===== src/hdl/spdot_pkg.sv =====
// ----------------------------------------------------------------------------
// spdot_pkg
// types, codes and defaults shared by the sparse dot product block
// ----------------------------------------------------------------------------
package spdot_pkg;

  localparam int unsigned DefMaxEntries = 256;
  localparam int unsigned DefIndexRange = 1024;

  localparam int unsigned IndexWidth = 10;
  localparam int unsigned ValueWidth = 32;
  localparam int unsigned SumWidth   = 64;

  localparam logic [1:0] MODE_LOAD_ROW = 2'd0;
  localparam logic [1:0] MODE_LOAD_COL = 2'd1;
  localparam logic [1:0] MODE_FINISH   = 2'd2;

  typedef struct packed {
    logic [1:0]                   mode;
    logic [IndexWidth-1:0]        entry_index;
    logic signed [ValueWidth-1:0] entry_value;
  } in_item_t;

  typedef struct packed {
    logic signed [SumWidth-1:0] dot_sum;
    logic                       is_nonzero;
    logic                       overflow;
  } out_item_t;

  typedef struct packed {
    logic [IndexWidth-1:0]        idx;
    logic signed [ValueWidth-1:0] val;
  } list_entry_t;

endpackage


===== src/hdl/spdot_mac.sv =====
// ----------------------------------------------------------------------------
// spdot_mac
// signed 32x32 multiply, product register, then 64-bit wrapping accumulate
// ----------------------------------------------------------------------------
module spdot_mac
  import spdot_pkg::*;
(
  input  logic                         clk_i,
  input  logic                         rst_ni,
  input  logic                         clear_i,
  input  logic                         en_i,
  input  logic signed [ValueWidth-1:0] a_i,
  input  logic signed [ValueWidth-1:0] b_i,
  output logic signed [SumWidth-1:0]   sum_o
);

  logic signed [SumWidth-1:0] prod_d, prod_q;
  logic                       prod_vld_q;
  logic signed [SumWidth-1:0] sum_d, sum_q;

  assign prod_d = SumWidth'(a_i) * SumWidth'(b_i);

  always_comb begin
    sum_d = sum_q;
    if (clear_i) begin
      sum_d = '0;
    end else if (prod_vld_q) begin
      sum_d = sum_q + prod_q;
    end
  end

  always_ff @(posedge clk_i or negedge rst_ni) begin
    if (!rst_ni) begin
      prod_vld_q <= 1'b0;
    end else begin
      prod_vld_q <= en_i & ~clear_i;
    end
  end

  always_ff @(posedge clk_i) begin
    prod_q <= prod_d;
    sum_q  <= sum_d;
  end

  assign sum_o = sum_q;

endmodule


===== config.mk =====
export PLATFORM = sky130hd
export DESIGN_NAME = spdot_mac
export DESIGN_NICKNAME = d
export VERILOG_FILES = /design/src/hdl/spdot_pkg.sv /design/src/hdl/spdot_mac.sv
export SDC_FILE = /design/constraint.sdc
export NUM_CORES = 2
export LEC_CHECK = 0
export ABC_AREA = 1
export CAP_MARGIN = 15
export CELL_PAD_IN_SITES_DETAIL_PLACEMENT = 1
export CELL_PAD_IN_SITES_GLOBAL_PLACEMENT = 2
export CORE_AREA = 3 3 360 362
export CTS_CLUSTER_DIAMETER = 40
export DETAILED_ROUTE_END_ITERATION = 10
export DIE_AREA = 0 0 363 365
export DONT_BUFFER_PORTS = 1
export PLACE_DENSITY = 0.91
export SYNTH_ARGS = -nofsm -noshare
export SYNTH_HDL_FRONTEND = slang
export SYNTH_SLANG_ARGS = --single-unit

===== constraint.sdc =====
create_clock -name clk_i -period 2.2 [get_ports clk_i]
set_input_delay 0.11 -clock clk_i [delete_from_list [all_inputs] [get_ports clk_i]]
set_output_delay 0.11 -clock clk_i [all_outputs]
set_load 0.02 [all_outputs]

; Word level (Yosys, flattened, before mapping)
; Cells that the tools add are included.
[totals]
ff_bits = 129
latchBits = 0
mem_bits_rw = 0
rom_bits = 0
input_bits = 68
n_memories = 0
[op_classes]
n_addsub = 1
n_mul = 1
div = 0
order_cmp = 0
eq_ne = 0
shift = 0
mux = 0
n_bitwise = 2
reduce_logical = 0
[ops]
columns = operator, count
row1 = $add A64 B64 Y64, 1
row2 = $mul A32 B32 Y64, 1
row3 = $and A1 B1 Y1, 1
row4 = $not A1 Y1, 1

; Longest topological paths before layout
[logic_depth]
word_depth = 2
ltp_mapped = 31
ltp_nobuf = 30

; Worst setup path before layout
; No wires, ideal clock.
[synth_timing]
path_kind = input port to flip-flop
startpoint = input port a_i[31]
endpoint = register prod_q[58]
t_arrival_ns = 6.748
required_ns = 2.087
path_slack_ns = -4.661
stages = 27
cell_sequence = clkbuf_1 -> nand2_1 -> inv_1 -> fa_1 -> inv_1 -> fa_1 -> inv_1 -> fa_1 -> fa_1 -> inv_1 -> fa_1 -> inv_1 -> fa_1 -> inv_1 -> fa_1 -> inv_1 -> fa_1 -> ha_1 -> nand2_1 -> nor2_1 -> inv_2 -> nor2_1 -> inv_1 -> nor4_1 -> o21ai_0 -> nand4_1 -> nand2_1
[synth_between]
elab_chain_len = 1
[synth_rtl]
columns = item, line_no
row1 = "start, declared", spdot_mac.sv:12  ; input logic signed [ValueWidth-1:0] a_i,
row2 = $mul A32 B32 Y64, spdot_mac.sv:21  ; assign prod_d = SumWidth'(a_i) * SumWidth'(b_i);
row3 = via prod_d[58], spdot_mac.sv:17  ; logic signed [SumWidth-1:0] prod_d, prod_q;
row4 = "end signal, assigned", spdot_mac.sv:41  ; prod_q <= prod_d;
row5 = "end, declared", spdot_mac.sv:17
; The timed path passes the listed nets, and every way through them passes these cells.
; A chain may end at the register's enable or synchronous reset.

; Final worst setup path
[layout_timing]
startpoint = input port b_i[5]
endpoint = register prod_q[56]
[layout_between]
elab_chain_len = 1
[layout_rtl]
columns = item, line_no
row1 = "start, declared", spdot_mac.sv:13  ; input logic signed [ValueWidth-1:0] b_i,
row2 = $mul A32 B32 Y64, spdot_mac.sv:21
row3 = via prod_d[56], spdot_mac.sv:17
; The timed path passes the listed nets, and every way through them passes these cells.

==> metrics.md <==
| Metric | Value |
|---|---|
| Grt ovf | `0` |
| Crit path depth | `26` |
| Most frequent cells in the layout | `inv_1, nand2_1, fa_1` |
| Drt total wl | `181 mm` |
| # rows | `131` |
| Failing checks | `negative setup slack` |
| Reg-to-Reg End | `sum_o[34]` |
| DR vias/cell | `5.02` |
| R2R depth | `12` |
| Worst-Margin Slew | `0.467 ns` |
| Synth unique cells | `47` |
| Die area | `0.132 mm2` |
| Finish-stage setup viols | `76` |
| Max cap viols | `0` |
| Final min period | `6.05 ns` |
| Final worst path period share | `275%` |
| GRT Overall Usage | `27.2%` |
| Slew Viols, Final | `0` |
| Total CTS buffers | `17` |
| Clk sinks | `129` |
| DP Area | `0.0536 mm2` |
| PortBufs | `0` |
| Critical Path Most Common Cell | `fa_1` |
| CP Buf/Inv Count | `9` |
| DP Wirelength | `145 mm` |
| Register clock-pin slew on the reported worst setup and hold paths | `0.07 ns` |
| Largest net degree at the start of global routing | `66` |
| Layout Nets | `8044` |
| Post-Syn Nets | `7603` |
| Hold path depth | `5` |
| Worst setup path category | `primary input to register` |
| Via Count | `41800` |
| CTS root buf | `clkbuf_16` |
| Final setup margin | `-3.85 ns` |
| Post-synth design cell area | `0.0468 mm2` |
| Clock tree buffer depth | `2` |
| Crit. End Element | `register` |
| Async SR Flop Fraction | `0.775%` |
| Worst Path Arrival | `6.43 ns` |
| CP peak stage delay | `0.61 ns` |
| Critical R2R Launch | `sum_o[31]` |
| Required time of the critical path | `2.58 ns` |
| Total number of yosys warnings | `0` |
| Worst-Skew Late Latency | `0.50 ns` |
| DRC viols | `0` |
| Max FO, Critical Path | `32` |
| Seq/Total Area, Yosys | `5.53%` |
| Max Clk Rate | `165 MHz` |
| Unrepaired setup endpoints after global routing | `true` |
| Post-synth EDFFs | `0` |
| Worst path slowest cell | `fa_2` |
| H-tree lvl count | `4` |
| Routed Antenna Nets | `0` |
| Hold Path Class | `primary input to register` |
| R2r setup slk | `-0.13 ns` |
| Slew HR | `68.6%` |
| Die H | `365 um` |
| Initial DRT Pass Iterations | `7` |
| Drt wl/cell | `21.8 um` |
| Final hold vios | `0` |
| Fillers | `15300` |
| Initial core utilization | `36.8%` |
| Die Span X | `363 um` |
| CTS tree | `done` |
| Initial antenna violation count | `4` |
| Hold Path Origin | `a_i[1]` |
| I/O Pins | `132` |
| Core area | `0.127 mm2` |
| Cells after Synth | `6205` |
| Avg Cell Area, Syn | `7.53 um2` |
| Routability Congestion | `0.954` |
| First DRT Iteration DRCs | `2049` |
| First-pass GRT wire length | `277 mm` |
| Status | `finished, violations left` |
| Vias in the first global route | `48800` |
| Layout cells sized above 1 | `22.5%` |
| Hold Path Sink | `prod_q[3]` |
| Crit start category | `primary input` |
| Skew final | `0.0104 ns` |
| Top_reg_cell synth | `dfxtp_1` |
| Commonest non-fill, non-tap cell in the layout | `inv_1` |
| Area Growth Syn to Fin | `24.6%` |
| Finished Cell Area | `0.0582 mm2` |
| Seq cells post-synth | `129` |
| Crit-path leading delay family | `adder cells` |
-- synthesized netlist by cell type (15+ instances only) --
cell | number | share of area (%)
inv_1 | 1827 | 15
nand2_1 | 1609 | 13
fa_1 | 1083 | 46
nor2_1 | 390 | 3.1
ha_1 | 247 | 6.6
clkbuf_1 | 209 | 1.7
a21oi_1 | 167 | 1.8
dfxtp_1 | 128 | 5.5
nand3_1 | 125 | 1.3
o21ai_0 | 110 | 1.2
xor2_1 | 73 | 1.4
nand4_1 | 27 | 0.36
o21ai_1 | 27 | 0.29
o21bai_1 | 25 | 0.40
xnor2_1 | 20 | 0.37
nor2_2 | 16 | 0.21
nor3_1 | 16 | 0.17
nand2_2 | 15 | 0.20
-- logic make-up (layout without fill, tap and decap cells) --
kind of cell	after synthesis	in the layout	share of synthesized area, %
flip-flops	129	129	5.53
AND/OR/NAND/NOR	2244	2244	19.1
adder cells (fa/ha/maj)	1330	1330	53.0
buffers and inverters	2051	2503	16.5
XOR/XNOR	93	93	1.74
AO/OA/AOI/OAI	358	358	4.13
other	0	3	0
-- worst max-delay path by stage --
stage	startpoint	end
3_5_place_dp	b_i[5]	prod_q[63]
6_report	b_i[5]	prod_q[56]
3_3_place_gp	a_i[31]	prod_q[50]
4_1_cts	b_i[31]	prod_q[63]
2_1_floorplan	a_i[31]	prod_q[60]
5_1_grt	b_i[5]	prod_q[63]
-- layer usage --
layer / part of all wire (%) / vias up / GRT usage (%)
met5: 0.0072 / - / 0
met4: 4.7 / 2 / 10.9
met3: 4.7 / 448 / 3.39
met2: 51 / 1204 / 49.8
met1: 39 / 21700 / 32.4
li1: - / 18400 / -
-- per-stage QoR --
stage	cells	setup TNS (ns)	hold slack (ns)	worst slack (ns)	utilization (%)
after floorplan	6205	-198.69	-0.186	-4.36	-
after global placement	8206	-220.46	-0.186	-4.34	42.2
after detailed placement	8206	-228.33	-0.186	-4.46	42.2
final	8322	-190.70	0.130	-3.85	45.8
after global routing	8319	-204.17	0.192	-3.99	45.8
after CTS	8292	-183.51	0.0980	-3.73	44.9
-- sequential cells by signal (all words and copies together) (netlist names) --
signal and count:
prod_q 64, prod_vld_q 1, sum_o 64
-- final cells by class --
| cell class | instances | area [um2] | area share, % |
|---|---|---|---|
| well taps | 1662 | 2080 | 3.57 |
| clock buffers | 18 | 439 | 0.754 |
| inverters | 1837 | 6920 | 11.9 |
| flip-flops and latches | 129 | 2610 | 4.48 |
| clock inverters | 12 | 159 | 0.273 |
| repair buffers | 636 | 5260 | 9.03 |
| diodes | 3 | 7.51 | 0.0129 |
| multi-input cells | 4025 | 40800 | 70.0 |
-- worst min-delay path: cells and delay by family --
kind / cells / cell delay [ns]
adders and majority gates: 3 / 0.41
buffers and inverters: 1 / 0.05
and+or+nand+nor: 1 / 0.03
-- repair_timing --
item	4_1_cts	5_1_grt
hold endpoints to repair	69	0
setup endpoints to repair	105	110
hold buffers	11	0
gates resized for setup	583	271
pin swaps	287	182
setup buffers	51	32
Power is left out: the tool's default activity adds up to more than one toggle a clock period on the data nets, which glitch-free logic cannot reach.
